$ cat src/rtl/upb_pkg.sv
// ----------------------------------------------------------------------------
// upb_pkg
// Shared types and codes of the micro-op allocate and port binder block.
// ----------------------------------------------------------------------------
`default_nettype none

package upb_pkg;

  // item kinds
  localparam logic [1:0] KIND_ALLOC   = 2'd0;
  localparam logic [1:0] KIND_RELEASE = 2'd1;
  localparam logic [1:0] KIND_DRAIN   = 2'd2;

  // stall codes
  localparam logic [2:0] STALL_NONE  = 3'd0;
  localparam logic [2:0] STALL_ROB   = 3'd1;
  localparam logic [2:0] STALL_LDQ   = 3'd2;
  localparam logic [2:0] STALL_STQ   = 3'd3;
  localparam logic [2:0] STALL_RS    = 3'd4;
  localparam logic [2:0] STALL_DRAIN = 3'd5;

  // configuration register indexes
  localparam logic CFG_CLASS_PORT_MAP = 1'b0;
  localparam logic CFG_DRAIN_HOLD_EN  = 1'b1;

  localparam logic [63:0] CLASS_MAP_RESET = 64'h0101_0101_0101_0101;
  localparam logic [7:0]  LOAD_MAX        = 8'd255;

  typedef struct packed {
    logic [1:0] kind;
    logic [2:0] class_or_port;
    logic       is_load;
    logic       is_store_addr;
    logic       is_store_data;
    logic       is_nop;
    logic       is_trap;
    logic       rob_has_room;
    logic       ldq_has_room;
    logic       stq_has_room;
    logic       rs_has_room;
    logic       rob_is_empty;
  } upb_item_t;

  typedef struct packed {
    logic       accepted;
    logic [2:0] stall_code;
    logic [2:0] bound_port;
    logic       port_valid;
    logic       insert_ldq;
    logic       insert_stq_addr;
    logic       insert_stq_data;
    logic       insert_rs;
    logic       count_error;
  } upb_result_t;

  typedef struct packed {
    logic load;
    logic scan;
    logic commit;
  } upb_cmd_t;

  typedef struct packed {
    logic need_scan;
    logic scan_last;
  } upb_status_t;

endpackage

`default_nettype wire

$ cat src/rtl/upb_if.sv
// ----------------------------------------------------------------------------
// upb_in_if / upb_out_if
// Valid/ready channels carrying allocate items and result items.
// ----------------------------------------------------------------------------
`default_nettype none

interface upb_in_if;
  logic       valid;
  logic       ready;
  logic [1:0] kind;
  logic [2:0] class_or_port;
  logic       is_load;
  logic       is_store_addr;
  logic       is_store_data;
  logic       is_nop;
  logic       is_trap;
  logic       rob_has_room;
  logic       ldq_has_room;
  logic       stq_has_room;
  logic       rs_has_room;
  logic       rob_is_empty;

  modport source (
    output valid, kind, class_or_port, is_load, is_store_addr, is_store_data,
           is_nop, is_trap, rob_has_room, ldq_has_room, stq_has_room,
           rs_has_room, rob_is_empty,
    input  ready
  );
  modport sink (
    input  valid, kind, class_or_port, is_load, is_store_addr, is_store_data,
           is_nop, is_trap, rob_has_room, ldq_has_room, stq_has_room,
           rs_has_room, rob_is_empty,
    output ready
  );
endinterface

interface upb_out_if;
  logic       valid;
  logic       ready;
  logic       accepted;
  logic [2:0] stall_code;
  logic [2:0] bound_port;
  logic       port_valid;
  logic       insert_ldq;
  logic       insert_stq_addr;
  logic       insert_stq_data;
  logic       insert_rs;
  logic       count_error;

  modport source (
    output valid, accepted, stall_code, bound_port, port_valid, insert_ldq,
           insert_stq_addr, insert_stq_data, insert_rs, count_error,
    input  ready
  );
  modport sink (
    input  valid, accepted, stall_code, bound_port, port_valid, insert_ldq,
           insert_stq_addr, insert_stq_data, insert_rs, count_error,
    output ready
  );
endinterface

`default_nettype wire

$ cat src/rtl/upb_ctrl.sv
// ----------------------------------------------------------------------------
// upb_ctrl
// Sequencer: takes an item, steps the port scan, commits into the result slot.
// ----------------------------------------------------------------------------
`default_nettype none

module upb_ctrl (
  input  wire logic                clk,
  input  wire logic                rst_n,
  input  wire logic                in_valid,
  output logic                     in_ready,
  output logic                     out_valid,
  input  wire logic                out_ready,
  input  wire upb_pkg::upb_status_t status,
  output upb_pkg::upb_cmd_t        cmd
);
  import upb_pkg::*;

  typedef enum logic [1:0] {
    S_IDLE,
    S_SCAN,
    S_FINISH
  } state_t;

  state_t state_r;
  logic   out_valid_r;
  logic   slot_free;

  // result slot is free when empty or being taken this cycle
  assign slot_free = !out_valid_r || out_ready;

  // commands to the datapath
  always_comb begin
    in_ready   = (state_r == S_IDLE);
    cmd.load   = (state_r == S_IDLE) && in_valid;
    cmd.scan   = (state_r == S_SCAN) && status.need_scan;
    cmd.commit = (state_r == S_FINISH) && slot_free;
  end

  assign out_valid = out_valid_r;

  // state and result valid
  always_ff @(posedge clk) begin
    if (!rst_n) begin
      state_r     <= S_IDLE;
      out_valid_r <= 1'b0;
    end else begin
      out_valid_r <= (out_valid_r && !out_ready) || cmd.commit;
      unique case (state_r)
        S_IDLE: begin
          if (in_valid) state_r <= S_SCAN;
        end
        S_SCAN: begin
          if (!status.need_scan || status.scan_last) state_r <= S_FINISH;
        end
        S_FINISH: begin
          if (slot_free) state_r <= S_IDLE;
        end
        default: state_r <= S_IDLE;
      endcase
    end
  end

endmodule

`default_nettype wire

$ cat src/rtl/upb_datapath.sv
// ----------------------------------------------------------------------------
// upb_datapath
// Allocation checks, port load counters, least-loaded scan and result slot.
// ----------------------------------------------------------------------------
`default_nettype none

module upb_datapath #(
  parameter int NUM_PORTS   = 8,
  parameter int NUM_CLASSES = 8
) (
  input  wire logic                clk,
  input  wire logic                rst_n,
  input  wire logic                cfg_we,
  input  wire logic                cfg_index,
  input  wire logic [63:0]         cfg_wdata,
  input  wire upb_pkg::upb_item_t  item,
  input  wire upb_pkg::upb_cmd_t   cmd,
  output upb_pkg::upb_status_t     status,
  output upb_pkg::upb_result_t     result
);
  import upb_pkg::*;

  localparam int PIW = $clog2(NUM_PORTS);

  logic [63:0]          class_map_r;
  logic                 drain_en_r;
  logic                 drain_pending_r;
  logic [7:0]           port_load_r [NUM_PORTS];

  upb_item_t            item_r;
  logic [2:0]           stall_r;
  logic [NUM_PORTS-1:0] mask_r;
  logic [PIW-1:0]       scan_idx_r;
  logic                 best_valid_r;
  logic [PIW-1:0]       best_port_r;
  logic [7:0]           best_load_r;
  upb_result_t          res_r;

  logic [2:0]           stall_c;
  logic [7:0]           mask_c;
  logic                 drain_hold;
  logic                 need_scan;
  logic                 rel_ok;
  logic                 bind_ok;
  logic [PIW-1:0]       tgt_idx;
  logic [PIW-1:0]       rd_idx;
  logic [7:0]           rd_load;
  logic                 cnt_err;

  // stall priority on the incoming item
  assign drain_hold = drain_en_r && drain_pending_r && !item.rob_is_empty;

  always_comb begin
    priority if (drain_hold)                           stall_c = STALL_DRAIN;
    else if (!item.rob_has_room)                       stall_c = STALL_ROB;
    else if (item.is_load && !item.ldq_has_room)       stall_c = STALL_LDQ;
    else if (item.is_store_addr && !item.stq_has_room) stall_c = STALL_STQ;
    else if (!item.is_nop && !item.rs_has_room)        stall_c = STALL_RS;
    else                                               stall_c = STALL_NONE;
  end

  // allowed ports of the class, empty for an unknown class
  assign mask_c = ({1'b0, item.class_or_port} < 4'(NUM_CLASSES))
                ? class_map_r[{item.class_or_port, 3'b000} +: 8] : 8'h00;

  // status for the sequencer
  assign need_scan = (item_r.kind == KIND_ALLOC) && (stall_r == STALL_NONE)
                   && !item_r.is_nop && !item_r.is_trap;
  assign status.need_scan = need_scan;
  assign status.scan_last = (scan_idx_r == PIW'(NUM_PORTS - 1));

  // single counter read port: scan index, or the port to update at commit
  assign rel_ok  = (item_r.kind == KIND_RELEASE)
                 && ({1'b0, item_r.class_or_port} < 4'(NUM_PORTS));
  assign bind_ok = need_scan && best_valid_r;
  assign tgt_idx = (item_r.kind == KIND_RELEASE) ? item_r.class_or_port[PIW-1:0]
                                                  : best_port_r;
  assign rd_idx  = cmd.commit ? tgt_idx : scan_idx_r;
  assign rd_load = port_load_r[rd_idx];
  assign cnt_err = (rel_ok && (rd_load == 8'd0)) || (bind_ok && (rd_load == LOAD_MAX));

  // configuration, drain flag and load counters
  always_ff @(posedge clk) begin
    if (!rst_n) begin
      class_map_r     <= CLASS_MAP_RESET;
      drain_en_r      <= 1'b0;
      drain_pending_r <= 1'b0;
      for (int p = 0; p < NUM_PORTS; p++) port_load_r[p] <= 8'd0;
    end else begin
      if (cfg_we) begin
        unique case (cfg_index)
          CFG_CLASS_PORT_MAP: class_map_r <= cfg_wdata;
          CFG_DRAIN_HOLD_EN:  drain_en_r  <= cfg_wdata[0];
          default: ;
        endcase
      end
      if (cmd.load) begin
        if (item.kind == KIND_DRAIN) begin
          drain_pending_r <= 1'b1;
        end else if (item.kind == KIND_ALLOC && drain_en_r && drain_pending_r
                     && item.rob_is_empty) begin
          drain_pending_r <= 1'b0;
        end
      end
      if (cmd.commit) begin
        if (rel_ok && rd_load != 8'd0) port_load_r[tgt_idx] <= rd_load - 8'd1;
        if (bind_ok && rd_load != LOAD_MAX) port_load_r[tgt_idx] <= rd_load + 8'd1;
      end
    end
  end

  // item capture, least-loaded scan and result slot
  always_ff @(posedge clk) begin
    if (cmd.load) begin
      item_r       <= item;
      stall_r      <= stall_c;
      mask_r       <= mask_c[NUM_PORTS-1:0];
      scan_idx_r   <= '0;
      best_valid_r <= 1'b0;
    end
    if (cmd.scan) begin
      scan_idx_r <= scan_idx_r + PIW'(1);
      // strict compare keeps ties on the lowest port
      if (mask_r[scan_idx_r] && (!best_valid_r || rd_load < best_load_r)) begin
        best_valid_r <= 1'b1;
        best_port_r  <= scan_idx_r;
        best_load_r  <= rd_load;
      end
    end
    if (cmd.commit) begin
      if (item_r.kind == KIND_ALLOC && stall_r == STALL_NONE) begin
        res_r.accepted        <= 1'b1;
        res_r.insert_ldq      <= item_r.is_load;
        res_r.insert_stq_addr <= !item_r.is_load && item_r.is_store_addr;
        res_r.insert_stq_data <= !item_r.is_load && !item_r.is_store_addr
                                 && item_r.is_store_data;
        res_r.insert_rs       <= need_scan;
      end else begin
        res_r.accepted        <= 1'b0;
        res_r.insert_ldq      <= 1'b0;
        res_r.insert_stq_addr <= 1'b0;
        res_r.insert_stq_data <= 1'b0;
        res_r.insert_rs       <= 1'b0;
      end
      res_r.stall_code  <= (item_r.kind == KIND_ALLOC) ? stall_r : STALL_NONE;
      res_r.port_valid  <= bind_ok;
      res_r.bound_port  <= bind_ok ? 3'(best_port_r) : 3'd0;
      res_r.count_error <= cnt_err;
    end
  end

  assign result = res_r;

endmodule

`default_nettype wire

$ cat src/rtl/uop_allocate_port_binder_core.sv
// ----------------------------------------------------------------------------
// uop_allocate_port_binder_core
// Allocation check of micro-ops with least-loaded issue port binding.
// ----------------------------------------------------------------------------
//  channel   direction  handshake      payload
//  in_ch     sink       valid/ready    kind, class, type and room flags
//  out_ch    source     valid/ready    accepted, stall, bound port, inserts
//  cfg_*     write      cfg_we         cfg_index selects, cfg_wdata 64 bits
//
//  An unstalled allocate item that is neither a nop nor a trap is scanned
//  over every port load counter, whether or not its class has a port;
//  every other item skips the scan. A new item is taken after the last
//  commits. The scan reads one port per cycle through one counter read port.
//  Synchronous active-low reset clears counters, drain flags and state,
//  and loads the reset class map; other datapath registers are not reset.
//  A result waits in the output register; a new item is taken meanwhile,
//  and only its commit waits for the output register to free up.
// ----------------------------------------------------------------------------
`default_nettype none

module uop_allocate_port_binder_core #(
  parameter int NUM_PORTS   = 8,
  parameter int NUM_CLASSES = 8
) (
  input  wire logic        clk,
  input  wire logic        rst_n,
  input  wire logic        cfg_we,
  input  wire logic        cfg_index,
  input  wire logic [63:0] cfg_wdata,
  upb_in_if.sink           in_ch,
  upb_out_if.source        out_ch
);
  import upb_pkg::*;

  upb_item_t   item;
  upb_result_t result;
  upb_cmd_t    cmd;
  upb_status_t status;

  // pack the incoming item
  always_comb begin
    item.kind          = in_ch.kind;
    item.class_or_port = in_ch.class_or_port;
    item.is_load       = in_ch.is_load;
    item.is_store_addr = in_ch.is_store_addr;
    item.is_store_data = in_ch.is_store_data;
    item.is_nop        = in_ch.is_nop;
    item.is_trap       = in_ch.is_trap;
    item.rob_has_room  = in_ch.rob_has_room;
    item.ldq_has_room  = in_ch.ldq_has_room;
    item.stq_has_room  = in_ch.stq_has_room;
    item.rs_has_room   = in_ch.rs_has_room;
    item.rob_is_empty  = in_ch.rob_is_empty;
  end

  upb_ctrl u_ctrl (
    .clk       (clk),
    .rst_n     (rst_n),
    .in_valid  (in_ch.valid),
    .in_ready  (in_ch.ready),
    .out_valid (out_ch.valid),
    .out_ready (out_ch.ready),
    .status    (status),
    .cmd       (cmd)
  );

  upb_datapath #(
    .NUM_PORTS   (NUM_PORTS),
    .NUM_CLASSES (NUM_CLASSES)
  ) u_datapath (
    .clk       (clk),
    .rst_n     (rst_n),
    .cfg_we    (cfg_we),
    .cfg_index (cfg_index),
    .cfg_wdata (cfg_wdata),
    .item      (item),
    .cmd       (cmd),
    .status    (status),
    .result    (result)
  );

  // unpack the result
  always_comb begin
    out_ch.accepted        = result.accepted;
    out_ch.stall_code      = result.stall_code;
    out_ch.bound_port      = result.bound_port;
    out_ch.port_valid      = result.port_valid;
    out_ch.insert_ldq      = result.insert_ldq;
    out_ch.insert_stq_addr = result.insert_stq_addr;
    out_ch.insert_stq_data = result.insert_stq_data;
    out_ch.insert_rs       = result.insert_rs;
    out_ch.count_error     = result.count_error;
  end

  // busy right after taking an item
  a_busy_after_accept: assert property (@(posedge clk) disable iff (!rst_n)
    (in_ch.valid && in_ch.ready) |=> !in_ch.ready)
    else $error("input ready right after an accepted item");

  // a bound port implies an accepted micro-op headed for the RS
  a_bind_accepted: assert property (@(posedge clk) disable iff (!rst_n)
    (out_ch.valid && out_ch.port_valid) |-> (out_ch.accepted && out_ch.insert_rs))
    else $error("port bound without accepted micro-op");

  // a stalled item carries no allocation and no counter error
  a_stall_clean: assert property (@(posedge clk) disable iff (!rst_n)
    (out_ch.valid && out_ch.stall_code != STALL_NONE)
      |-> (!out_ch.accepted && !out_ch.port_valid && !out_ch.count_error))
    else $error("stalled item reports allocation");

endmodule

`default_nettype wire

$ cat src/flat_wrapper.sv
// flat-port wrapper written by rule: the top's interface ports become plain ports
module uop_allocate_port_binder_core_flat import upb_pkg::*;
#(
  parameter int NUM_PORTS   = 8,
  parameter int NUM_CLASSES = 8
)
  (clk, rst_n, cfg_we, cfg_index, cfg_wdata, in_ch_valid, in_ch_kind, in_ch_class_or_port, in_ch_is_load, in_ch_is_store_addr, in_ch_is_store_data, in_ch_is_nop, in_ch_is_trap, in_ch_rob_has_room, in_ch_ldq_has_room, in_ch_stq_has_room, in_ch_rs_has_room, in_ch_rob_is_empty, in_ch_ready, out_ch_valid, out_ch_accepted, out_ch_stall_code, out_ch_bound_port, out_ch_port_valid, out_ch_insert_ldq, out_ch_insert_stq_addr, out_ch_insert_stq_data, out_ch_insert_rs, out_ch_count_error, out_ch_ready);
  upb_in_if in_ch_i ();
  upb_out_if out_ch_i ();
  input  wire logic clk;
  input  wire logic rst_n;
  input  wire logic cfg_we;
  input  wire logic cfg_index;
  input  wire logic [63:0] cfg_wdata;
  input wire logic [$bits(in_ch_i.valid)-1:0] in_ch_valid;
  input wire logic [$bits(in_ch_i.kind)-1:0] in_ch_kind;
  input wire logic [$bits(in_ch_i.class_or_port)-1:0] in_ch_class_or_port;
  input wire logic [$bits(in_ch_i.is_load)-1:0] in_ch_is_load;
  input wire logic [$bits(in_ch_i.is_store_addr)-1:0] in_ch_is_store_addr;
  input wire logic [$bits(in_ch_i.is_store_data)-1:0] in_ch_is_store_data;
  input wire logic [$bits(in_ch_i.is_nop)-1:0] in_ch_is_nop;
  input wire logic [$bits(in_ch_i.is_trap)-1:0] in_ch_is_trap;
  input wire logic [$bits(in_ch_i.rob_has_room)-1:0] in_ch_rob_has_room;
  input wire logic [$bits(in_ch_i.ldq_has_room)-1:0] in_ch_ldq_has_room;
  input wire logic [$bits(in_ch_i.stq_has_room)-1:0] in_ch_stq_has_room;
  input wire logic [$bits(in_ch_i.rs_has_room)-1:0] in_ch_rs_has_room;
  input wire logic [$bits(in_ch_i.rob_is_empty)-1:0] in_ch_rob_is_empty;
  output wire logic [$bits(in_ch_i.ready)-1:0] in_ch_ready;
  output wire logic [$bits(out_ch_i.valid)-1:0] out_ch_valid;
  output wire logic [$bits(out_ch_i.accepted)-1:0] out_ch_accepted;
  output wire logic [$bits(out_ch_i.stall_code)-1:0] out_ch_stall_code;
  output wire logic [$bits(out_ch_i.bound_port)-1:0] out_ch_bound_port;
  output wire logic [$bits(out_ch_i.port_valid)-1:0] out_ch_port_valid;
  output wire logic [$bits(out_ch_i.insert_ldq)-1:0] out_ch_insert_ldq;
  output wire logic [$bits(out_ch_i.insert_stq_addr)-1:0] out_ch_insert_stq_addr;
  output wire logic [$bits(out_ch_i.insert_stq_data)-1:0] out_ch_insert_stq_data;
  output wire logic [$bits(out_ch_i.insert_rs)-1:0] out_ch_insert_rs;
  output wire logic [$bits(out_ch_i.count_error)-1:0] out_ch_count_error;
  input wire logic [$bits(out_ch_i.ready)-1:0] out_ch_ready;
  assign in_ch_i.valid = in_ch_valid;
  assign in_ch_i.kind = in_ch_kind;
  assign in_ch_i.class_or_port = in_ch_class_or_port;
  assign in_ch_i.is_load = in_ch_is_load;
  assign in_ch_i.is_store_addr = in_ch_is_store_addr;
  assign in_ch_i.is_store_data = in_ch_is_store_data;
  assign in_ch_i.is_nop = in_ch_is_nop;
  assign in_ch_i.is_trap = in_ch_is_trap;
  assign in_ch_i.rob_has_room = in_ch_rob_has_room;
  assign in_ch_i.ldq_has_room = in_ch_ldq_has_room;
  assign in_ch_i.stq_has_room = in_ch_stq_has_room;
  assign in_ch_i.rs_has_room = in_ch_rs_has_room;
  assign in_ch_i.rob_is_empty = in_ch_rob_is_empty;
  assign in_ch_ready = in_ch_i.ready;
  assign out_ch_valid = out_ch_i.valid;
  assign out_ch_accepted = out_ch_i.accepted;
  assign out_ch_stall_code = out_ch_i.stall_code;
  assign out_ch_bound_port = out_ch_i.bound_port;
  assign out_ch_port_valid = out_ch_i.port_valid;
  assign out_ch_insert_ldq = out_ch_i.insert_ldq;
  assign out_ch_insert_stq_addr = out_ch_i.insert_stq_addr;
  assign out_ch_insert_stq_data = out_ch_i.insert_stq_data;
  assign out_ch_insert_rs = out_ch_i.insert_rs;
  assign out_ch_count_error = out_ch_i.count_error;
  assign out_ch_i.ready = out_ch_ready;
  uop_allocate_port_binder_core #(.NUM_PORTS(NUM_PORTS), .NUM_CLASSES(NUM_CLASSES)) u_core (.clk(clk), .rst_n(rst_n), .cfg_we(cfg_we), .cfg_index(cfg_index), .cfg_wdata(cfg_wdata), .in_ch(in_ch_i), .out_ch(out_ch_i));
endmodule
$ cat config.mk
export PLATFORM = sky130hd
export DESIGN_NAME = uop_allocate_port_binder_core_flat
export DESIGN_NICKNAME = d
export VERILOG_FILES = /design/src/rtl/upb_pkg.sv /design/src/rtl/upb_if.sv /design/src/rtl/upb_ctrl.sv /design/src/rtl/upb_datapath.sv /design/src/rtl/uop_allocate_port_binder_core.sv /design/src/flat_wrapper.sv
export SDC_FILE = /design/constraint.sdc
export NUM_CORES = 1
export LEC_CHECK = 0
export BUFFER_PORTS_ARGS = -buffer_cell sky130_fd_sc_hd__buf_2
export CAP_MARGIN = 20
export CELL_PAD_IN_SITES_DETAIL_PLACEMENT = 0
export CELL_PAD_IN_SITES_GLOBAL_PLACEMENT = 2
export CORE_MARGIN = 4
export CORE_UTILIZATION = 30
export CTS_CLUSTER_SIZE = 14
export DETAILED_ROUTE_END_ITERATION = 12
export PLACE_DENSITY_LB_ADDON = 0.1
export SLEW_MARGIN = 20
export SYNTH_ARGS = -nofsm -noshare
export SYNTH_HDL_FRONTEND = slang
export SYNTH_HIERARCHICAL = 1
export SYNTH_SLANG_ARGS = --single-unit
$ cat constraint.sdc
create_clock -name clk -period 12.8 [get_ports clk]
set_input_delay 0.64 -clock clk [delete_from_list [all_inputs] [get_ports clk]]
set_output_delay 0.64 -clock clk [all_outputs]
set_load 0.01 [all_outputs]
==> Word-level counts from Yosys, hierarchy flattened <==
Memories as Yosys holds them, arrays and structs flattened.
Index checks and enable logic that the tools add are counted.
{ "classes": {"mux": 33, "n_addsub": 3, "eq_ne": 10, "n_reduce_logical": 57, "order_cmp": 2, "n_bitwise": 3, "n_shift": 1} }
{ "op_table": {"columns": ["operator", "n"], "rows": [
  ["64-bit by 7-bit indexed part select with 8-bit output", 1],
  ["3-bit 2-to-1 mux", 9],
  ["1-bit logical AND", 24],
  ["1-bit 2-to-1 mux", 17],
  ["8-bit 2-to-1 mux", 2],
  ["1-bit logical NOT", 13],
  ["8-bit by 1-bit adder with 8-bit output (second input constant)", 1],
  ["8-bit == test (second input constant)", 1],
  ["8-bit logical NOT", 1],
  ["8-bit < comparator", 1],
  ["8-bit != test (second input constant)", 1],
  ["2-bit AND reduction", 4],
  ["8-bit nonzero test", 1],
  ["8-bit OR reduction", 1],
  ["8-bit by 1-bit subtractor with 8-bit output (second input constant)", 1],
  ["2-bit logical NOT", 3],
  ["2-bit 2-to-1 mux", 3],
  ["2-bit case mux with 3 select lines", 1],
  ["1-bit logical OR", 5],
  ["2-bit by 1-bit == test with 1-bit output (second input constant)", 2],
  ["2-bit == test (second input constant)", 2],
  ["3-bit by 4-bit < comparator with 1-bit output (second input constant)", 1],
  ["2-bit != test (second input constant)", 2],
  ["2-bit nonzero test", 2],
  ["9 further kinds", 10]
]} }
{ "totals": {"elab_cells": 138, "memories": 1, "inputBits": 85, "reg_bits": 118, "output_inout_bits": 15, "ram_bits": 64} }
{ "mem_list": {"columns": ["name", "words", "word_bits", "rd", "rd_clocked_by_memory_dff", "wr", "line", "source"], "rows": [
  ["u_core.u_datapath.port_load_r", 8, 8, 1, 0, 8, "upb_datapath.sv:28", "logic [7:0] port_load_r [NUM_PORTS];"]
]} }

==> Depth between registers and ports, before layout <==
Gate-level depths: netlist of the first run.
An unclocked memory read counts as a cell.
{ "depth": {"word_depth": 14, "depth_mapped": 20} }

==> Cells and area by module <==
The synthesis of the first run kept the hierarchy.
{ "by_module_without_submodules": {"columns": ["mod", "area_per_inst_um2", "cells_per_inst", "n_inst", "seq_area_each_um2"], "rows": [
  ["upb_datapath", 8613.3, 777, 1, 4704.5],
  ["upb_ctrl", 151.4, 17, 1, 60.1]
]} }

==> Least setup slack after synthesis of the first run <==
OpenSTA, ideal clock, no wires.
{ "synth_path": {"path_type": "input-to-reg", "startpoint": "in out_ch_ready", "endpoint": "reg u_core.u_datapath.best_load_r[0], enable pin", "t_required_ns": 12.389, "stages": 15, "setup_time_ns": 0.411, "t_arrival_ns": 4.907, "path_slack_ns": 7.482, "path_cell_list": "nand2b_1 nor2b_1 buf_2 nand2_1 o211ai_4 buf_6 buf_6 mux2i_1 mux2i_1 mux2_2 ha_1 and4_1 nand3_1 a211oi_1 nor4_1"} }
{ "synth_rtl": {"columns": ["element", "line", "source"], "rows": [
  ["start, declared", "flat_wrapper.sv:39", "input wire logic [$bits(out_ch_i.ready)-1:0] out_ch_ready;"],
  ["end signal, assigned", "upb_datapath.sv:127", "best_load_r <= rd_load;"],
  ["end, declared", "upb_datapath.sv:36", "logic [7:0] best_load_r;"]
]} }

==> results of run 1 <==
[cells in the final DEF, fill, tap and decap left out, types with 11 or more instances in the layout]
cell	netlist	layout
buf_2	5	99
nor3b_1	18	18
mux2_2	11	11
dfxtp_1	70	70
o21ai_0	15	13
a21boi_0	58	58
clkbuf_16	0	17
edfxtp_1	112	112
ha_1	15	15
nor2_1	20	20
nand2_1	163	163
mux4_2	18	18
nor3_1	58	58
mux2i_1	39	39
nand3_1	19	19
inv_1	19	19
[state kept, by name (all words and copies together), names as in the netlist]
register,count
u_core/u_datapath/best_port_r,3
u_core/u_datapath/port_load_r,64
u_core/u_datapath/best_load_r,8
u_core/u_datapath/stall_r,3
u_core/u_ctrl/out_valid,1
u_core/u_datapath/mask_r,8
u_core/u_datapath/drain_pending_r,1
u_core/u_datapath/result,13
u_core/u_datapath/scan_idx_r,3
u_core/u_datapath/drain_en_r,1
u_core/u_ctrl/state_r,2
u_core/u_datapath/class_map_r,64
u_core/u_datapath/best_valid_r,1
u_core/u_datapath/item_r,10
[area by class of cell]
cell class / instances / share of cell area
Clock buffer: 18 / 0.0435
Inverter: 19 / 0.00706
Timing Repair Buffer: 106 / 0.0542
Tap cell: 384 / 0.0476
Clock inverter: 14 / 0.0130
Sequential cell: 182 / 0.472
Multi-Input combinational cell: 542 / 0.363
[final timing paths]
path / depth (start not counted) / slack, ps / endpoint / startpoint
setup / recovery: 17 / 7330 / u_core/u_datapath/port_load_r[5][6] / u_core/u_ctrl/state_r[0]
hold / removal: 1 / 390 / u_core/u_datapath/item_r[5] / in_ch_is_trap
setup reg to reg: 17 / 7330 / u_core/u_datapath/port_load_r[5][6] / u_core/u_ctrl/state_r[0]
hold reg to reg: 2 / 460 / u_core/u_datapath/class_map_r[10] / u_core/u_datapath/class_map_r[10]
[through the flow]
stage | cell area (sq um) | worst slack (ps) | std cells | hold WS (ps)
2_1_floorplan | 8760 | 7480 | 794 | 435
3_3_place_gp | 9530 | 7220 | 1233 | 448
3_5_place_dp | 9530 | 7030 | 1233 | 456
4_1_cts | 10100 | 7330 | 1265 | 368
5_1_grt | 10100 | 6960 | 1265 | 370
6_report | 10100 | 7330 | 1265 | 392
[logic make-up after synthesis]
group                    after synthesis  synth area share
AND/OR/NAND/NOR                      328             0.176
AO/OA/AOI/OAI                        123             0.104
adder cells (fa/ha/maj)               16            0.0237
flip-flops                           182             0.544
XOR/XNOR                               7           0.00700
buffers and inverters                 70            0.0405
multiplexers                          68             0.105
[critical path, cell delays in order (launching register included)]
cell and delay [ps]:
dfxtp_1 340, nand2b_1 190, nor2b_2 120, buf_4 280, nor2b_1 300, a211o_1 790, mux2i_1 530, nand4_1 200
o22ai_2 220, nand2_1 160, nand2_1 270, ha_1 330, a21o_1 190, a21oi_1 230, o21bai_1 90, a21oi_1 170
xor2_1 630, nor3_1 110
[power by group through the flow]
stage	clock (W)	sequential, W	combinational (W)
6_report	0.000512	0.000658	0.000180
5_1_grt	0.000554	0.000661	0.000197
4_1_cts	0.000527	0.000659	0.000181
3_5_place_dp	0	0.000672	0.000181
3_3_place_gp	0	0.000671	0.000178
2_1_floorplan	0	0.000667	0.000120
[routing by layer]
layer	up-vias	track usage
li1	3014	-
met4	0	0.0336
met3	11	0.0308
met1	3039	0.201
met5	-	0
met2	147	0.251
==> metrics.yaml, run 1 <==
seq_area_frac_synth: 0.544
avgSynthCellArea_sq_um: 11.0
layout_worst_path_cycle_share: 0.427
holdBufCountCts: 0
cts_setup_buffers: 0
drv_cap: 0
grt_pass1_wl_mm: 36.5
hold_viol_final: 0
die_w_um: 179
met1_length_mm: 10.8
cts_buffers: 17
gp_congestion: 0.762
root_buffer: "clkbuf_16"
avgViaCountPerCell: 4.91
intPower_w: 0.000978
power.total_w: 0.00135
crit_fanout: 25
std_cell_rows: 62
met3WireLength_mm: 1.00
cp-end-kind: "flip-flop"
die_h_um: 179
critPathKind: "flip-flop to flip-flop"
ys.flop_type: "edfxtp_1"
drtPass1Iterations: 5
n_fill_cell: 2933
slew_viol_final: 0
p_per_area_mw_per_mm2: 134
netlist_instances: 794
grt_usage: 0.150
yosys-top-cells-area: "edfxtp_1 (38%), dfxtp_1 (16%), nand2_1 (7.0%)"
grt_max_degree: 80
drc: 0
yosys-top-cells-count: "nand2_1 (163), edfxtp_1 (112), dfxtp_1 (70)"
cts_tree: "done"
wl_per_cell_um: 18.5
die_area_sq_mm: 0.0320
grt_pass1_vias: 6297
synth_top_cell_by_area: "edfxtp_1"
layout_min_cycle_time_ps: 5470
p_clk_frac: 0.379
yosys.cell_count.top_type: "nand2_1"
seqCellArea_sq_mm: 0.00476
coreArea_sq_mm: 0.0288
antenna_left: 0
numPortBuffers: 99
antenna_found_initial: 0
ys_ff_latch: 182
routed-wl-met2_mm: 11.4
io_pins: 100
start_util: 0.305
pwr-share-seq: 0.488
relSlewSlack: 0.242
p_sw_w: 0.000372
worstSetupStartpointType: "flip-flop"
worst_pin_slew_ps: 1130
fin_setup_tns_ps: 0
nets: 969
highest_layer: "met4"
leakagePower_nw: 3.76
fin_skew_ps: 14.2
drtIter0Drc: 431
path_clk_slew_ps: 80
synth-edff-count: 112
p_comb_frac: 0.133
yosysWarnings: 6
min_path_type: "input port to flip-flop"
multi_input_area_sq_mm: 0.00367
fmax_mhz: 183
arrival_ps: 5610
totalWireLength_mm: 23.4
setup_viol: 0
clockBufferDepth: 2
num_vias: 6211
drive_above_1_share: 0.209
worstPathRequired_ps: 12940
area_growth_pct: 15.3
ctsResizeCount: 0
final_util: 0.351
rsz0062_at_grt: "no"
status: "completed"
synth_cell_types: 60
vdd_drop_max_mv: 0.0680
htree_levels: 4
synthArstFlopShare: 0
synth_fp_nets: 895
clk-insertion-delay-late_ps: 430
hpwl_mm: 16.6
cts_sinks: 182
p_sw_frac: 0.276
syn_area_sq_mm: 0.00876
grt_overflow: 0
diodes: 0
yosys.area.top_type_share: 0.384
No activity file was read; power rests on OpenSTA's default activity.
==> inputs of run 2 (changes only) <==
Clock period 12.8 ns to 4.5 ns, I/O delays scaled along.
==> run 2 against run 1 <==
Sequential share of layout area fell by 1.9 points. Worst setup slack got worse by 7000 ps. Worst hold slack got worse by 360 ps. Routed wire length fell by 0.64%. Sequential cell count did not move. Final cell count rose by 3.5%. Final area rose by 4.1%.
==> metrics.yaml, run 2 (synthesis results as in run 1) <==
avgViaCountPerCell: 4.85
leakagePower_nw: 3.98
critPathKind: "flip-flop to flip-flop"
finalInstanceArea_sq_mm: 0.0105
gp_congestion: 0.837
worst_pin_slew_ps: 883
die_area_sq_mm: 0.0320
crit_fanout: 17
rr_worst_depth: 21
numPortBuffers: 99
coreArea_sq_mm: 0.0288
cts_buffers: 17
hpwl_mm: 16.7
cp-end-kind: "flip-flop"
antenna_left: 0
vdd_drop_max_mv: 0.227
worstPathRequired_ps: 4660
most-common-layout-cells: "nand2_1 (163), edfxtp_1 (112), buf_2 (99)"
power.total_w: 0.00388
worstSetupStartpointType: "flip-flop"
layout_min_cycle_time_ps: 4190
min_path_type: "input port to flip-flop"
root_buffer: "clkbuf_16"
clockBufferDepth: 2
hold_viol_final: 0
grt_max_degree: 79
totalWireLength_mm: 23.3
cts_sinks: 182
dp_slack_ps: 7.39
path_clk_slew_ps: 70
arrival_ps: 4350
drv_cap: 0
drtPass1Iterations: 5
area_growth_pct: 20.0
fin_skew_ps: 14.0
wl_per_cell_um: 17.8
relSlewSlack: 0.408
p_per_area_mw_per_mm2: 369
routed-wl-met2_mm: 11.3
fin_hold_ws_ps: 30.6
clk-insertion-delay-late_ps: 430
drc: 0
std_cell_rows: 62
setup_viol: 0
drtIter0Drc: 394
status: "completed"
start_util: 0.305
worstHoldPathCells: 3
highest_layer: "met4"
num_vias: 6343
met3WireLength_um: 891
final_cell_count_no_fill: 1309
antenna_found_initial: 0
slew_viol_final: 0
drive_above_1_share: 0.243
layout_worst_path_cycle_share: 0.931
io_pins: 100
met1_length_mm: 10.9
dp.cells: 1269
grt_pass1_wl_mm: 36.3
nets: 1014
grt_overflow: 0
dpl-instance-area_sq_mm: 0.00985
fmax_mhz: 239
die_h_um: 179
final_common_cell: "nand2_1"
die_w_um: 179
fin_ws_ps: 312
grt_usage: 0.148
cts_tree: "done"
htree_levels: 4
grt_pass1_vias: 6270
diodes: 0
[run 2: cell types whose count changed in the layout (fill, tap and decap cells not counted), moves of 2 or more]
cell,before,now
dlygate4sd3_1,0,7
buf_4,7,40
mux2i_2,0,2
buf_12,0,4
o21ai_0,13,15
inv_8,4,1
mux2i_1,39,37
[run 2: area by class of cell]
cell class                      instances  area (sq um)
Inverter                               19          71.3
Clock inverter                         11          88.8
Clock buffer                           20           459
Multi-Input combinational cell        543          3710
Sequential cell                       182          4760
Tap cell                              384           480
Fill cell                            2861         18300
Timing Repair Buffer                  150           946
[run 2: path summary, 6_finish.rpt]
check,startpoint,to,slack [ps]
setup reg to reg,u_core/u_ctrl/state_r[0],u_core/u_datapath/port_load_r[4][6],310
setup / recovery,u_core/u_ctrl/state_r[0],u_core/u_datapath/port_load_r[4][6],310
hold reg to reg,u_core/u_datapath/class_map_r[8],u_core/u_datapath/class_map_r[8],470
hold / removal,cfg_wdata[48],u_core/u_datapath/class_map_r[48],30
[run 2: stage by stage]
stage,setup TNS [ps],util
floorplan,0,-
global placement,0,0.342
detailed placement,0,0.342
CTS,0,0.364
global route,-12.4,0.366
finish,0,0.366
[run 2: power breakdown]
group / leakage (nW) / total [W] / switching [W] / internal [W]
combinational: 2.02 / 0.000576 / 0.000327 / 0.000249
clock: 0.273 / 0.00143 / 0.000679 / 0.000753
sequential: 1.69 / 0.00187 / 0.0000336 / 0.00184
[run 2: timing repair]
action                                  CTS  global route
endpoints found under the hold margin     7             0
endpoints found under the setup margin    8            24
hold buffers                              7             0
resized for setup                         1             8
cloned                                    0             1
setup buffers                             0             1
[run 2: layer usage]
layer	vias to the layer above	GRT usage
met5	-	0
met2	127	0.246
met4	0	0.0345
met1	3096	0.199
met3	17	0.0321
li1	3103	-
[run 2: critical path, cell delays in order, from the launching register on]
cell	delay, ps
dfxtp_1	400
nand2b_4	200
nor2b_4	70
nor2b_2	160
buf_4	140
a211oi_4	270
buf_12	190
mux2i_1	200
mux2i_1	140
nand3_1	140
o22ai_2	110
nand2_1	80
nand2_1	130
buf_4	190
fa_1	430
a21o_1	190
a21oi_2	170
o21bai_1	80
a21oi_1	170
xor2_1	170
buf_4	190
nor3_1	60
==> inputs of run 3 (changes only) <==
Settings changed: SETUP_SLACK_MARGIN from default to 0.3, SKIP_CTS_REPAIR_TIMING from default to 1.
Clock period 4.5 ns to 5.04 ns, I/O delays scaled along.
==> run 3 against run 2 <==
Final cell count is 1.5% lower. Worst hold slack got worse by 7.3 ps. Critical path depth down 4. First-iteration DRC count down 13%. Worst setup slack improved by 220 ps. Register-to-register slack better by 220 ps. Critical path type unchanged. Largest power group unchanged. Highest routed layer unchanged.
==> metrics.yaml, run 3 (synthesis results as in run 1) <==
grt_pass1_vias: 6506
root_buffer: "clkbuf_16"
cp_cell_sequence: "nand2b_1, nor2b_4, and4bb_1, a211o_2, buf_4, mux2i_1, nand4_1, o22ai_2, nand2_1, nand2_2, ha_1, or4_1, o22ai_1, a21oi_1, xor2_2, buf_4, nor3b_1"
fin_ws_ps: 532
relSlewSlack: 0.326
drtIter0Drc: 342
vdd_drop_max_mv: 0.215
drive_above_1_share: 0.235
met1_usage: 0.206
path_common_cell: "buf_4"
area_growth_pct: 18.2
path_clk_slew_ps: 70
crit_fanout: 14
fmax_mhz: 222
drv_cap: 0
setup_viol: 0
status: "completed"
clockBufferDepth: 2
grt_util_met2: 0.254
most-common-layout-cells: "nand2_1 (162), edfxtp_1 (112), buf_2 (99)"
layout_worst_path_cycle_share: 0.894
antenna_left: 0
hpwl_mm: 17.5
p_per_area_mw_per_mm2: 335
grt_usage: 0.153
arrival_ps: 4660
worst_pin_slew_ps: 1000
grt_max_degree: 79
grt_pass1_wl_mm: 37.6
fin_setup_tns_ps: 0
die_w_um: 179
cts_sinks: 182
cp-end-kind: "flip-flop"
seqCellArea_sq_mm: 0.00476
drtPass1Iterations: 5
fin_skew_ps: 12.3
fin_hold_ws_ps: 23.4
multi_input_area_sq_mm: 0.00371
grt_overflow: 0
die_h_um: 179
crit_slowest_cell: "or4_1"
cts_tree: "done"
cts_buffers: 17
diodes: 0
leakagePower_nw: 3.87
io_pins: 100
num_vias: 6369
start_util: 0.305
met3_usage: 0.0285
gp_congestion: 0.788
drc: 0
wl_per_cell_um: 19.0
slew_viol_final: 0
path_buf_inv: 2
htree_levels: 4
clk-insertion-delay-late_ps: 430
die_area_sq_mm: 0.0320
numPortBuffers: 99
cpPeakStageDelay_ps: 480
std_cell_rows: 62
antenna_found_initial: 1
nets: 994
layout_min_cycle_time_ps: 4510
coreArea_sq_mm: 0.0288
dp_slack_ps: 62.8
min_path_type: "input port to flip-flop"
top_usage_layer: "met2"
finalInstanceArea_sq_mm: 0.0104
n_fill_cell: 2904
final_common_cell: "nand2_1"
rsz0062_at_grt: "no"
crit_family: "simple AND/OR/NAND/NOR gates"
hold_viol_final: 0
totalWireLength_mm: 24.5
dpl-instance-area_sq_mm: 0.00969
worstPathRequired_ps: 5190
worstSetupStartpointType: "flip-flop"
avgViaCountPerCell: 4.94
critPathKind: "flip-flop to flip-flop"
==> run 3: cell type report <==
class | count | area share
inverters | 19 | 0.00689
multi-input cells | 543 | 0.359
clock inverters | 13 | 0.0106
well taps | 384 | 0.0464
flip-flops and latches | 182 | 0.460
clock buffers | 18 | 0.0435
repair buffers | 130 | 0.0741
==> run 3: per-stage QoR <==
stage / power [W] / utilization / instances
after floorplan: 0.00200 / - / 794
after global placement: 0.00218 / 0.337 / 1253
after detailed placement: 0.00220 / 0.337 / 1253
after CTS: 0.00351 / 0.356 / 1284
after global routing: 0.00363 / 0.360 / 1289
final: 0.00347 / 0.360 / 1289
==> run 3: final timing paths <==
kind                                           from                                   to  slack, ps  depth (start not counted)
setup reg to reg           u_core/u_ctrl/state_r[0]  u_core/u_datapath/port_load_r[5][7]        530                         17
hold reg to reg   u_core/u_datapath/class_map_r[11]    u_core/u_datapath/class_map_r[11]        470                          2
setup / recovery           u_core/u_ctrl/state_r[0]  u_core/u_datapath/port_load_r[5][7]        530                         17
hold / removal                        in_ch_kind[0]         u_core/u_datapath/item_r[13]         20                          1
==> run 3: routing by layer <==
| metal | vias to the layer above | share of wire |
|---|---|---|
| met4 | 0 | 0.015 |
| li1 | 3060 | - |
| met1 | 3101 | 0.46 |
| met5 | - | 0 |
| met2 | 182 | 0.48 |
| met3 | 26 | 0.044 |
==> run 3: worst register-to-register path, delay by kind of cell, from the launching register on <==
kind	cells	cell delay (ps)
simple gates	8	1820
compound gates	4	970
buf+inv	2	400
flops	1	350
fa+ha+maj	1	300
mux	1	210
xor+xnor	1	170
==> run 3: report_power, final <==
| part | switching [W] | leakage (nW) | internal, W |
|---|---|---|---|
| Sequential | 0.0000319 | 1.69 | 0.00164 |
| Clock | 0.000618 | 0.279 | 0.000675 |
| Combinational | 0.000300 | 1.90 | 0.000206 |
